### config.mk
export PLATFORM = sky130hd
export DESIGN_NAME = psas_front
export DESIGN_NICKNAME = d
export VERILOG_FILES = /design/src/design/psas_pkg.sv /design/src/design/psas_front.sv
export SDC_FILE = /design/constraint.sdc
export NUM_CORES = 2
export LEC_CHECK = 0
export ABC_AREA = 1
export BUFFER_PORTS_ARGS = -buffer_cell sky130_fd_sc_hd__buf_2
export CAP_MARGIN = 20
export CORE_MARGIN = 2
export CORE_UTILIZATION = 35
export CTS_BUF_LIST = sky130_fd_sc_hd__clkbuf_2
export DETAILED_ROUTE_END_ITERATION = 12
export PLACE_DENSITY = 0.48
export SYNTH_ARGS = -nofsm -noshare
export SYNTH_HDL_FRONTEND = slang
export SYNTH_SLANG_ARGS = --single-unit
export TNS_END_PERCENT = 5
### constraint.sdc
create_clock -name clock -period 21.1 [get_ports clock]
set_input_delay 6.33 -clock clock [delete_from_list [all_inputs] [get_ports clock]]
set_output_delay 6.33 -clock clock [all_outputs]
set_load 0.005 [all_outputs]
### src/design/psas_pkg.sv
// ----------------------------------------------------------------------------
// psas_pkg
// Shared widths, constants and types of the point set axis statistics block.
// ----------------------------------------------------------------------------
package psas_pkg;

   localparam int SAMPLE_BITS = 16;
   localparam int COUNT_BITS  = 17;
   localparam int SUM_BITS    = 33;
   localparam int SQ_BITS     = 47;
   localparam int MEAN_BITS   = 20;
   localparam int DEV_BITS    = 19;
   localparam int NUM_AXES    = 3;
   localparam logic [COUNT_BITS-1:0] MAX_POINTS = 17'd65536;
   // n*sumsq fits 64 bits, shifted by 8 it fits 72; root fits 36 bits
   localparam int PROD_BITS   = 64;
   localparam int RAD_BITS    = 72;
   localparam int ROOT_BITS   = 36;
   localparam int QDEPTH      = 2;

   localparam logic [1:0] AXIS_X = 2'd0;
   localparam logic [1:0] AXIS_Y = 2'd1;
   localparam logic [1:0] AXIS_Z = 2'd2;

   typedef struct packed {
      logic [COUNT_BITS-1:0]                count;
      logic                                 dropped;
      logic [NUM_AXES-1:0][SAMPLE_BITS-1:0] mins;
      logic [NUM_AXES-1:0][SAMPLE_BITS-1:0] maxs;
      logic [NUM_AXES-1:0][SUM_BITS-1:0]    sums;
      logic [NUM_AXES-1:0][SQ_BITS-1:0]     sqs;
   } set_stats_type;

   typedef enum logic [2:0] {
      ST_IDLE, ST_MUL, ST_DIV, ST_ROOT, ST_DEVDIV, ST_OUT
   } back_state_type;

endpackage

### src/design/psas_front.sv
// ----------------------------------------------------------------------------
// psas_front
// Accumulates count, min, max, sum and sum of squares per axis, one point per
// cycle unless the final point stalls, and hands a finished set to the queue.
// ----------------------------------------------------------------------------
module psas_front
   import psas_pkg::*;
(
   input  logic                          clock,
   input  logic                          reset,
   input  logic                          req_valid,
   output logic                          req_stall,
   input  logic signed [SAMPLE_BITS-1:0] req_x_value,
   input  logic signed [SAMPLE_BITS-1:0] req_y_value,
   input  logic signed [SAMPLE_BITS-1:0] req_z_value,
   input  logic                          req_final_point,
   output logic                          set_valid,
   input  logic                          set_full,
   output set_stats_type                 set_data
);

   logic [COUNT_BITS-1:0]                count_ff, count_in;
   logic                                 drop_ff, drop_in;
   logic [NUM_AXES-1:0][SAMPLE_BITS-1:0] min_ff, min_in, max_ff, max_in;
   logic [NUM_AXES-1:0][SUM_BITS-1:0]    sum_ff, sum_in;
   logic [NUM_AXES-1:0][SQ_BITS-1:0]     sq_ff, sq_in;
   logic [NUM_AXES-1:0][SAMPLE_BITS-1:0] v;
   logic                                 take, room;
   logic signed [2*SAMPLE_BITS-1:0]      prod;

   assign req_stall = req_final_point & set_full;
   assign take      = req_valid & ~req_stall;
   assign room      = (count_ff != MAX_POINTS);
   assign v         = {req_z_value, req_y_value, req_x_value};

   always_comb begin
      count_in = count_ff;
      drop_in  = drop_ff;
      min_in   = min_ff;
      max_in   = max_ff;
      sum_in   = sum_ff;
      sq_in    = sq_ff;
      prod     = '0;
      if (room) begin
         count_in = count_ff + 1'b1;
      end else begin
         drop_in = 1'b1;
      end
      for (int a = 0; a < NUM_AXES; a++) begin
         prod = $signed(v[a]) * $signed(v[a]);
         if (room) begin
            if (count_ff == '0 || $signed(v[a]) < $signed(min_ff[a])) min_in[a] = v[a];
            if (count_ff == '0 || $signed(v[a]) > $signed(max_ff[a])) max_in[a] = v[a];
            sum_in[a] = sum_ff[a] + {{(SUM_BITS-SAMPLE_BITS){v[a][SAMPLE_BITS-1]}}, v[a]};
            sq_in[a]  = sq_ff[a] + {{(SQ_BITS-2*SAMPLE_BITS){1'b0}}, prod};
         end
      end
   end

   always_comb begin
      set_valid        = take & req_final_point;
      set_data.count   = count_in;
      set_data.dropped = drop_in;
      set_data.mins    = min_in;
      set_data.maxs    = max_in;
      set_data.sums    = sum_in;
      set_data.sqs     = sq_in;
   end

   always_ff @(posedge clock) begin
      if (reset || (take && req_final_point)) begin
         count_ff <= '0;
         drop_ff  <= 1'b0;
         min_ff   <= '0;
         max_ff   <= '0;
         sum_ff   <= '0;
         sq_ff    <= '0;
      end else if (take) begin
         count_ff <= count_in;
         drop_ff  <= drop_in;
         min_ff   <= min_in;
         max_ff   <= max_in;
         sum_ff   <= sum_in;
         sq_ff    <= sq_in;
      end
   end

endmodule

==> impl_metrics.csv <==
group,metric,value,unit
worst_setup_path,critPathMostFrequentCell,"inv_1",
min_path,hold_end,"drop_ff",
worst_setup_path,rr_endpoint,"sq_ff[91]",
floorplanning,coreArea,178000,sq um
yosys,ys_ff_latch,354,
worst_setup_path,cp_slowest_cell,"fa_1",
yosys,synthArstFlopShare,0,%
timing,layout_min_cycle_time,20.64,ns
yosys,yosysMostFrequentCell,"nand2_1",
cts,cts_tree,"built",
worst_setup_path,ff2ff_path_depth,15,
detailed_routing,routed_wl,227000,um
cells_and_area,drive_above_1_share,8.12,%
yosys,yosys_warnings,0,
detailed_routing,drt_first_iter_violations,3786,
worst_setup_path,critPathMaxFanout,15,
detailed_routing,avgRoutedWirePerCell,18.5,um
yosys,ys_top_cells_by_count,"nand2_1, inv_1, nor2_1",
worst_setup_path,cp-end-kind,"output port",
grt,antenna_found_initial,7,
grt,grt_pass1_vias,60200,
floorplanning,start_util,35.1,%
yosys,syn_nets,10800,
placement,place_inst,12100,
detailed_routing,ant_nets,0,
yosys,synth_edf_count,0,
yosys,synth_top_area_share,22.9,%
timing,finalHoldViolations,0,
min_path,min_path_cells,2,
cts,cts_made_buffers,120,
floorplanning,ioPinCount,409,
timing,fmax,0.0484,GHz
cells_and_area,num-nets-final,11200,
timing,fin_crit_sh,97.8,%
timing,tightest_slew,1.06,ns
timing,fin_tns_setup,0,ns
timing,max-slew-margin-rel,29.2,%
timing,rsz0062_at_grt,"no",
detailed_routing,route.detailed.drc,0,
detailed_routing,num_vias,59900,
cts,clk_latency,1.70,ns
cts,postCtsHoldBufs,0,
yosys,synthTopCellsByArea,"fa_1, nand2_1, inv_1",
cells_and_area,area_growth,8.89,%
yosys,avgSynthCellArea,6.59,sq um
worst_setup_path,worstSetupStartpointType,"input port",
floorplanning,rows,155,
timing,slew_violations,0,
cts,cts_sinks,354,
worst_setup_path,cp.required,14.77,ns
placement,gp_congestion,0.941,
cts,cts_root_buf,"clkbuf_2",
grt,grt_pass1_wl,354000,um
floorplanning,die_h,427,um
cells_and_area,finalInstanceArea,68100,sq um
floorplanning,die_area,182000,sq um
yosys,synth_ff_type,"dfxtp_1",
worst_setup_path,timing.rr.start,"count_ff[0]",
yosys,synth_area,62500,sq um
yosys,yosys.area.top_type,"fa_1",
worst_setup_path,worstSetupPathType,"input port to output port",
worst_setup_path,slowest_delay,0.69,ns
cts,cts.path.max_buffers,3,
worst_setup_path,r2r_slack,16.68,ns
worst_setup_path,arrival,14.31,ns
min_path,hold_class,"register to register",
yosys,synthCells,9489,
min_path,min_from,"drop_ff",
yosys,synth_cell_types,54,
detailed_routing,vias_per_cell,4.88,
detailed_routing,drt_first_pass_iters,6,
worst_setup_path,cp-startpoint,"req_x_value[15]",
placement,place_area,67000,sq um
grt,grt_start_max_net_pins,154,
grt,grt-ovfl-total,0,
run,cap_violations,0,
cells_and_area,instances_no_fill,12300,
floorplanning,die_w,427,um
cts,clk_pin_slew,0.09,ns
cts,h-tree-depth,3,
grt,groute.usage.overall,25.1,%
placement,dp.final_hpwl,185000,um
placement,port_buffers,408,
run_status,status,"finished, final reports clean",
yosys,seq_area_frac_synth,11.3,%
timing,finClkSkew,0.262,ns
timing,setup-violations-final,0,
==> how the worst max path moves through the flow <==
| stage | end | depth (start not counted) |
|---|---|---|
| after floorplan | set_data[46] | 34 |
| after global placement | set_data[128] | 31 |
| after detailed placement | set_data[128] | 31 |
| after CTS | set_data[128] | 31 |
| after global routing | set_data[128] | 37 |
| final | set_data[39] | 32 |
==> timing repair <==
action / 4_1_cts / 5_1_grt
endpoints found under the setup margin: 0 / 8
resized for setup: 0 / 5
buffers inserted: 0 / 0
==> final cells by class <==
type                       instances  area (sq um)
fill                           19600        110000
clock buffer                     173           866
timing repair buffer             509          2870
multi-input combinational       6666         45900
antenna                           11          27.5
clock inverter                    25           160
tap                             2355          2950
sequential                       354          7090
inverter                        2179          8190
==> critical path: cells and delay by family <==
kind,cells,cell delay [ns]
xor+xnor,1,0.38
buf+inv,9,1.12
simple gates,7,0.98
fa+ha+maj,8,4.12
compound gates,7,1.35
==> sequential cells by signal, summed over array words and instances, names as in the netlist <==
register	flops
sq_ff	141
sum_ff	99
count_ff	17
min_ff	48
drop_ff	1
max_ff	48
==> layout by cell type (no fill, tap or decap), types with 21 or more instances in the layout <==
master and count:
nand4_1 63, nand3b_1 27, xnor2_1 58, o21ai_1 138, dfxtp_1 354, a21o_1 30
a21oi_1 584, buf_2 404, nand2_2 30, clkinv_1 21, nand3_1 670, nor2_1 774
fa_1 714, o21ai_0 310, inv_1 2159, or2_2 24, clkbuf_2 173, nand2_1 2299
xor2_1 138, nor3_1 78, buf_4 97, o21bai_1 39, ha_1 554
==> logic make-up after synthesis <==
kind of cell / synth area share, %
adders and majority gates: 33.9
buffers and inverters: 15.2
AOI/OAI and AO/OA: 10.1
DFF: 11.3
and+or+nand+nor: 26.6
xor gates and xnor gates: 2.77
==> routing by layer <==
layer	wire length [um]	global-route usage, %	up-vias	share of wire (%)
met3	9440	3.23	256	4.2
met4	6380	6.77	2	2.8
met1	102000	32.8	28600	45
li1	-	-	29800	-
met5	9	0	-	0.0040
met2	109000	43.4	1270	48
==> stage by stage <==
step | utilization (%) | worst slack [ns] | hold slack, ns
6_report | 38.2 | 0.455 | 0.479
5_1_grt | 38.2 | 0.0135 | 0.530
4_1_cts | 38.2 | 0.151 | 0.476
3_5_place_dp | 37.6 | 0.218 | 0.455
3_3_place_gp | 37.6 | 0.0530 | 0.440
2_1_floorplan | - | 1.97 | 0.429
Power is not shown: default switching activity piles up to over one toggle a cycle in this logic, so the estimate is an artifact.
