[src/design/psas_pkg.sv]
// ----------------------------------------------------------------------------
// psas_pkg
// Shared widths, constants and types of the point set axis statistics block.
// ----------------------------------------------------------------------------
package psas_pkg;

   localparam int SAMPLE_BITS = 16;
   localparam int COUNT_BITS  = 17;
   localparam int SUM_BITS    = 33;
   localparam int SQ_BITS     = 47;
   localparam int MEAN_BITS   = 20;
   localparam int DEV_BITS    = 19;
   localparam int NUM_AXES    = 3;
   localparam logic [COUNT_BITS-1:0] MAX_POINTS = 17'd65536;
   // n*sumsq fits 64 bits, shifted by 8 it fits 72; root fits 36 bits
   localparam int PROD_BITS   = 64;
   localparam int RAD_BITS    = 72;
   localparam int ROOT_BITS   = 36;
   localparam int QDEPTH      = 2;

   localparam logic [1:0] AXIS_X = 2'd0;
   localparam logic [1:0] AXIS_Y = 2'd1;
   localparam logic [1:0] AXIS_Z = 2'd2;

   typedef struct packed {
      logic [COUNT_BITS-1:0]                count;
      logic                                 dropped;
      logic [NUM_AXES-1:0][SAMPLE_BITS-1:0] mins;
      logic [NUM_AXES-1:0][SAMPLE_BITS-1:0] maxs;
      logic [NUM_AXES-1:0][SUM_BITS-1:0]    sums;
      logic [NUM_AXES-1:0][SQ_BITS-1:0]     sqs;
   } set_stats_type;

   typedef enum logic [2:0] {
      ST_IDLE, ST_MUL, ST_DIV, ST_ROOT, ST_DEVDIV, ST_OUT
   } back_state_type;

endpackage

[src/design/psas_queue.sv]
// ----------------------------------------------------------------------------
// psas_queue
// Short queue of finished sets between the front and back parts.
// ----------------------------------------------------------------------------
module psas_queue
   import psas_pkg::*;
(
   input  logic          clock,
   input  logic          reset,
   input  logic          wr_valid,
   output logic          wr_full,
   input  set_stats_type wr_data,
   output logic          rd_valid,
   input  logic          rd_take,
   output set_stats_type rd_data
);

   set_stats_type        entry_ff [QDEPTH];
   logic                 wptr_ff, rptr_ff;
   logic [1:0]           level_ff;
   logic                 do_wr, do_rd;

   assign wr_full  = (level_ff == 2'(QDEPTH));
   assign rd_valid = (level_ff != 2'd0);
   assign rd_data  = entry_ff[rptr_ff];
   assign do_wr    = wr_valid & ~wr_full;
   assign do_rd    = rd_take & rd_valid;

   always_ff @(posedge clock) begin
      if (do_wr) entry_ff[wptr_ff] <= wr_data;
   end

   always_ff @(posedge clock) begin
      if (reset) begin
         wptr_ff  <= 1'b0;
         rptr_ff  <= 1'b0;
         level_ff <= '0;
      end else begin
         if (do_wr) wptr_ff <= ~wptr_ff;
         if (do_rd) rptr_ff <= ~rptr_ff;
         level_ff <= level_ff + 2'(do_wr) - 2'(do_rd);
      end
   end

endmodule

[config.mk]
export PLATFORM = sky130hd
export DESIGN_NAME = psas_queue
export DESIGN_NICKNAME = d
export VERILOG_FILES = /design/src/design/psas_pkg.sv /design/src/design/psas_queue.sv
export SDC_FILE = /design/constraint.sdc
export NUM_CORES = 1
export LEC_CHECK = 0
export BUFFER_PORTS_ARGS = -buffer_cell sky130_fd_sc_hd__buf_4
export CAP_MARGIN = 20
export CORE_UTILIZATION = 30
export CTS_CLUSTER_DIAMETER = 30
export DETAILED_ROUTE_END_ITERATION = 10
export GPL_TIMING_DRIVEN = 0
export HOLD_SLACK_MARGIN = 0.12
export PLACE_DENSITY = 0.48
export SYNTH_ARGS = -nofsm -noshare
export SYNTH_HDL_FRONTEND = slang
export SYNTH_SLANG_ARGS = --single-unit
[constraint.sdc]
create_clock -name clock -period 9.55 [get_ports clock]
set_input_delay 1.4325 -clock clock [delete_from_list [all_inputs] [get_ports clock]]
set_output_delay 1.4325 -clock clock [all_outputs]
set_load 0.05 [all_outputs]
==> key figures, run 1 <==
Placed design
  – DP HPWL: 46400 microns
  – Routability cong.: roughly 0.75
  – Placed inst area: roughly 33000 sq um
  – Number of port buffers: 713

Worst setup path
  – CP Cell Sequence: buf_2 -> buf_2 -> mux2_2 -> buf_4
  – Reg2reg setup slack: 6.66 ns
  – Critical path arrival: 2.52 ns
  – Peak fanout along the critical path: 11
  – Setup CP Type: reg -> out
  – R2R cell count: 6
  – Crit start category: flop
  – CP max-delay cell: mux2_2
  – R2r startpoint: level_ff[0]$_SDFF_PP0_
  – Most frequent CP cell: buf_2
  – Max incr delay on CP: roughly 0.46 ns
  – CP Capture Type: output port
  – Data required, critical path: a little over 8 ns
  – Reg-to-Reg End: entry_ff[0][240]$_DFFE_PP_
  – CP endpoint: rd_data[190]

Timing
  – Endpoints failing hold: 0
  – Minimum clock period: 3.96 ns
  – Unrepaired setup endpoints after global routing: false
  – Fin Setup TNS: 0 ns
  – Achievable frequency: 253 MHz
  – Slew headroom: 0.527
  – Worst-Margin Slew: between 0.7 and 0.8 ns
  – Worst Skew: 0.0300 ns
  – Setup violators final: 0
  – Fin crit share: 0.414
  – Max Slew Vio Count: 0

Min path
  – Hold WC Path Type: reg -> reg

Clock network
  – Clock transition at path regs: 0.04 ns
  – CTS tree: built
  – Root Driver: clkbuf_16
  – Post-CTS resize count: 0
  – Postcts setup bufs: 0
  – H-tree lvl count: 4
  – # hold bufs at CTS: 0
  – Total clock sinks: about 700
  – Max Root-Sink Buffers: 3
  – Clk_lat worst skew: 0.75 ns
  – TritonCTS buffer count: around 160

Drt
  – Detailed Routing Iterations Pass 1: 4
  – Vias per Instance: ~4.2
  – DR iter-0 viols: 490
  – Drt total wl: 66900 microns
  – Routed WL per cell: 20.3 microns
  – Total number of vias: 13886
  – DRC violation count after routing: 0
  – Post-route ant nets: 0

Floorplanning
  – IO Count: 714
  – Initial Util: 0.304
  – Die W: between 200 and 300 microns
  – Core ar.: 85400 sq um
  – Die Height: 296 microns
  – Die area: roughly 88000 sq um
  – Row count: ~110

Synth
  – Sequential share of the synthesized area: 0.823
  – Syn nets: 1487
  – Synthesized area: 25900 sq um
  – Post-Syn Area per Cell: 23.0 sq um
  – Syn Inst Count: 1127
  – #FFs+latches synth: 713
  – Post-synth cell types: 20
  – Synth warn: 0

Finish
  – Most frequent cells in the layout: buf_4 (713), edfxtp_1 (708), mux2_2 (294)
  – Area growth, synth to finish: 47.5%
  – Register Area: 21400 sq um
  – Final nets: 2370
  – Design area: 38300 sq um
  – Layout cells sized above 1: 0.633
  – Commonest non-fill, non-tap cell in the layout: buf_4
  – Multi-input gate area: 4330 sq um
  – FILL cells: between 7000 and 8000

Power and ir drop
  – P_leak: 14.5 nW
  – Maximum VDD drop: 0.000198 V
  – PwrDens: 339 nW/um^2

GRT
  – GRT Residual Overflow: 0
  – First-pass GRT wire length: 93200 microns
  – Vias in the first global route: 14925
  – GRT Resource Usage Total: 0.148
  – Initial antenna violation count: 9
  – Largest net degree at the start of global routing: around 110

Outcome
  – Status: complete, no violations

Run
  – Max-cap violations: 0
==> report_power, final <==
| part | internal (mW) | switching (mW) | total (mW) | leakage [nW] |
|---|---|---|---|---|
| Combinational | 1.23 | 2.52 | 3.75 | 5.32 |
| Sequential | 3.89 | 0.0698 | 3.96 | 6.66 |
| Clock | 3.55 | 1.71 | 5.25 | 2.56 |
==> per-stage QoR <==
stage / hold slack [ns] / power (mW) / std cells / setup slack, ns / util
after floorplan: 0.451 / 6.71 / 1127 / 0.190 / -
after global placement: 0.489 / 7.99 / 2984 / -4.62 / 0.383
after detailed placement: 0.490 / 7.84 / 2993 / 5.60 / 0.386
after global routing: 0.525 / 13.5 / 3286 / 5.38 / 0.448
final: 0.493 / 13.0 / 3288 / 5.59 / 0.448
after CTS: 0.497 / 13.2 / 3283 / 5.39 / 0.448
==> critical path: cells and delay by family (launching register included) <==
kind | cells | cell delay, ns
muxes | 1 | 0.46
buffers and inverters | 3 | 1.01
DFF | 1 | 0.33
==> metal layers <==
layer	track usage	wire length (microns)
met1	0.140	22100
met2	0.260	35200
met3	0.0808	7550
met4	0.0659	1960
met5	0	62
==> logic make-up after synthesis <==
kind of cell    count (synthesis)  synth area share
compound gates                  3          0.000675
xor+xnor                        3           0.00101
fa+ha+maj                       2          0.000964
buf+inv                        43           0.00979
flops                         713             0.823
mux                           354             0.162
simple gates                    9           0.00179
==> final cells by class <==
| cell class | count | area share |
|---|---|---|
| Clock inverter | 101 | 0.0302 |
| Clock buffer | 189 | 0.107 |
| Buffer | 39 | 0.00625 |
| Inverter | 4 | 0.000589 |
| Sequential cell | 713 | 0.558 |
| Antenna cell | 5 | 0.000327 |
| Multi-Input combinational cell | 371 | 0.113 |
| Tap cell | 1144 | 0.0374 |
| Timing Repair Buffer | 722 | 0.146 |
==> flip-flops by register name, summed over array words and instances, names as in the netlist, named ones only <==
register	cells
wptr_ff	1
rptr_ff	1
entry_ff	708
level_ff	2
==> how the worst min path moves through the flow <==
stage / from / to / slack (ns) / cells past startpoint
floorplan: wptr_ff$_SDFFE_PP0N_ / wptr_ff$_SDFFE_PP0N_ / 0.45 / 2
global placement: wptr_ff$_SDFFE_PP0N_ / wptr_ff$_SDFFE_PP0N_ / 0.49 / 2
detailed placement: wptr_ff$_SDFFE_PP0N_ / wptr_ff$_SDFFE_PP0N_ / 0.49 / 2
CTS: wptr_ff$_SDFFE_PP0N_ / wptr_ff$_SDFFE_PP0N_ / 0.50 / 2
global route: wptr_ff$_SDFFE_PP0N_ / wptr_ff$_SDFFE_PP0N_ / 0.53 / 2
finish: wptr_ff$_SDFFE_PP0N_ / wptr_ff$_SDFFE_PP0N_ / 0.49 / 2
==> Yosys cell counts (all sizes together) <==
cell type / count / area [sq um]
and3: 1 / 6.26
a21oi: 1 / 5.00
o21a: 1 / 7.51
inv: 4 / 15.0
or2: 1 / 6.26
nor2b: 1 / 6.26
nor2: 3 / 11.3
ha: 2 / 25.0
dfxtp: 5 / 100
nand2: 1 / 3.75
or3: 1 / 6.26
o21ai: 1 / 5.00
mux2: 354 / 4210
xnor2: 2 / 17.5
edfxtp: 708 / 21300
xor2: 1 / 8.76
buf: 39 / 239
nand2b: 1 / 6.26
Power figures use the tool's default switching activity.
==> inputs of run 2 (changes only) <==
--- a/config.mk
+++ b/config.mk
@@ -12,7 +12,7 @@
 export DETAILED_ROUTE_END_ITERATION = 10
 export GPL_TIMING_DRIVEN = 0
 export HOLD_SLACK_MARGIN = 0.12
-export PLACE_DENSITY = 0.48
+export PLACE_DENSITY = 0.47
 export SYNTH_ARGS = -nofsm -noshare
 export SYNTH_HDL_FRONTEND = slang
 export SYNTH_SLANG_ARGS = --single-unit
==> constraint.sdc (replaced) <==
create_clock -name clock -period 4 [get_ports clock]
set_input_delay 0.6 -clock clock [delete_from_list [all_inputs] [get_ports clock]]
set_output_delay 0.6 -clock clock [all_outputs]
set_load 0.05 [all_outputs]
==> key figures, run 2 (synthesis gave the netlist of run 1 again) <==
Placed design
  – Placed inst area: 33100 sq um (+0.44%)
  – Routability cong.: 0.759 (+1.3%)
  – Placed instance count: 3001 (+0.27%)
  – Number of port buffers: 713 (unchanged)
  – DP Worst Slack: 1.02 ns (-4.58 ns)
  – DP HPWL: 48200 microns (+3.8%)

Timing
  – Worst-Margin Slew: 0.827 ns (+0.117 ns)
  – Final worst slack: 0.889 ns (-4.70 ns)
  – Worst hold slack: 0.274 ns (-0.219 ns)
  – Slew headroom: 0.447 (-0.0794)
  – Setup violators final: 0 (unchanged)
  – Fin crit share: 0.778
  – Unrepaired setup endpoints after global routing: false
  – Fin Setup TNS: 0 ns (unchanged)
  – Minimum clock period: 3.11 ns
  – Max Slew Vio Count: 0 (unchanged)
  – Worst Skew: 0.0436 ns (+0.0135 ns)
  – Achievable frequency: between 300 and 400 MHz
  – Endpoints failing hold: 0 (unchanged)

GRT
  – Vias in the first global route: 16842 (+13%)
  – First-pass GRT wire length: 99900 microns (+7.1%)
  – Largest net degree at the start of global routing: 63 (-42%)
  – GRT Residual Overflow: 0 (unchanged)
  – Initial antenna violation count: 7 (-2)
  – GRT Resource Usage Total: 0.155 (+0.00730)

Finish
  – Top reg by flops: entry_ff
  – Area growth, synth to finish: 62.9%
  – Layout cells sized above 1: 0.547 (-0.0861)
  – Design area: 42300 sq um (+10%)
  – Final nets: 2736 (+15%)
  – Post-layout util: 0.495 (+0.0467)
  – Biggest regs: entry_ff: 708 flops, level_ff: 2 flops
  – Most frequent cells in the layout: buf_4 (713), edfxtp_1 (708), dlygate4sd3_1 (355)
  – Fin cells: 3661 (+11%)
  – Commonest non-fill, non-tap cell in the layout: buf_4
  – Max reg flops: 708 (unchanged)

Power and ir drop
  – P_leak: 16.2 nW (+11%)
  – Maximum VDD drop: 0.000572 V (+190%)
  – PwrDens: 759 nW/um^2 (+120%)
  – Total power: 32.1 mW (+150%)

Worst setup path
  – Peak fanout along the critical path: 10 (-1)
  – Setup CP Type: reg -> out
  – Critical path arrival: 2.51 ns (about the same)
  – CP Capture Type: output port
  – Data required, critical path: 3.40 ns (-4.72 ns)
  – Crit start category: flop

Drt
  – DRC violation count after routing: 0 (unchanged)
  – Post-route ant nets: 0 (unchanged)
  – Vias per Instance: 4.19 (-0.69%)
  – Drt total wl: 69800 microns (+4.4%)
  – Detailed Routing Iterations Pass 1: 4 (unchanged)
  – Routed WL per cell: 19.1 microns (-6.3%)
  – Total number of vias: 15355 (+11%)
  – DR iter-0 viols: 489 (-0.20%)

Clock network
  – Clk_lat worst skew: 0.74 ns (about the same)
  – TritonCTS buffer count: 162 (+1.9%)
  – Total clock sinks: 713 (unchanged)
  – Clock transition at path regs: 0.04 ns (about the same)
  – H-tree lvl count: 4 (unchanged)
  – Root Driver: clkbuf_16
  – CTS tree: built
  – Max Root-Sink Buffers: 3 (unchanged)
  – Post-CTS resize count: 0 (unchanged)

Outcome
  – Status: complete, no violations

Floorplanning
  – Row count: 107 (unchanged)
  – Die area: 87700 sq um (unchanged)
  – Die Height: 296 microns (unchanged)
  – IO Count: 714 (unchanged)
  – Initial Util: 0.304 (unchanged)
  – Die W: 296 microns (unchanged)
  – Core ar.: 85400 sq um (unchanged)

Run
  – Max-cap violations: 0 (unchanged)

Min path
  – Hold WC Path Type: in -> reg
-- run 2: changes by cell type in the layout (fill, tap and decap cells not counted), sizes merged --
cell,delta
buf,+8
bufinv,+7
clkbuf,-4
clkinv,+9
clkinvlp,+5
diode,-2
dlygate4sd3,+355
inv,-5
-- run 2: area by class of cell --
cell class              count  area (sq um)
plain buffers              39           239
clock inverters           117          1380
well taps                1144          1430
inverters                   4          22.5
flip-flops and latches    713         21400
repair buffers           1085          9280
multi-input cells         371          4340
fillers                  7344         43200
clock buffers             185          4180
diodes                      3          7.51
-- run 2: final timing paths --
kind	startpoint	to	slack, ns	depth (start not counted)
setup reg to reg	level_ff[0]$_SDFF_PP0_	entry_ff[0][260]$_DFFE_PP_	1.19	7
setup / recovery	flop	rd_data[195]	0.89	4
hold reg to reg	wptr_ff$_SDFFE_PP0N_	wptr_ff$_SDFFE_PP0N_	0.51	2
hold / removal	wr_valid	wptr_ff$_SDFFE_PP0N_	0.27	4
-- run 2: routing by layer --
metal	GRT usage	share of wire	vias up
li1	-	-	7094
met1	0.153	0.34	7547
met2	0.275	0.53	576
met3	0.0725	0.10	130
met4	0.0685	0.030	8
met5	0	0.00072	-
-- run 2: critical path, stage by stage (launching register included) --
cell	delay [ns]
dfxtp_1	0.32
buf_2	0.35
buf_2	0.47
mux2_2	0.43
buf_4	0.20
-- run 2: power breakdown --
| part | switching, mW | internal, mW | total, mW |
|---|---|---|---|
| Combinational | 6.16 | 3.23 | 9.39 |
| Sequential | 0.171 | 9.29 | 9.46 |
| Clock | 4.13 | 9.07 | 13.2 |
-- run 2: repair_timing --
action | CTS | global route
endpoints found under the hold margin | 713 | 0
buffers inserted | 0 | 0
hold buffers | 355 | 0
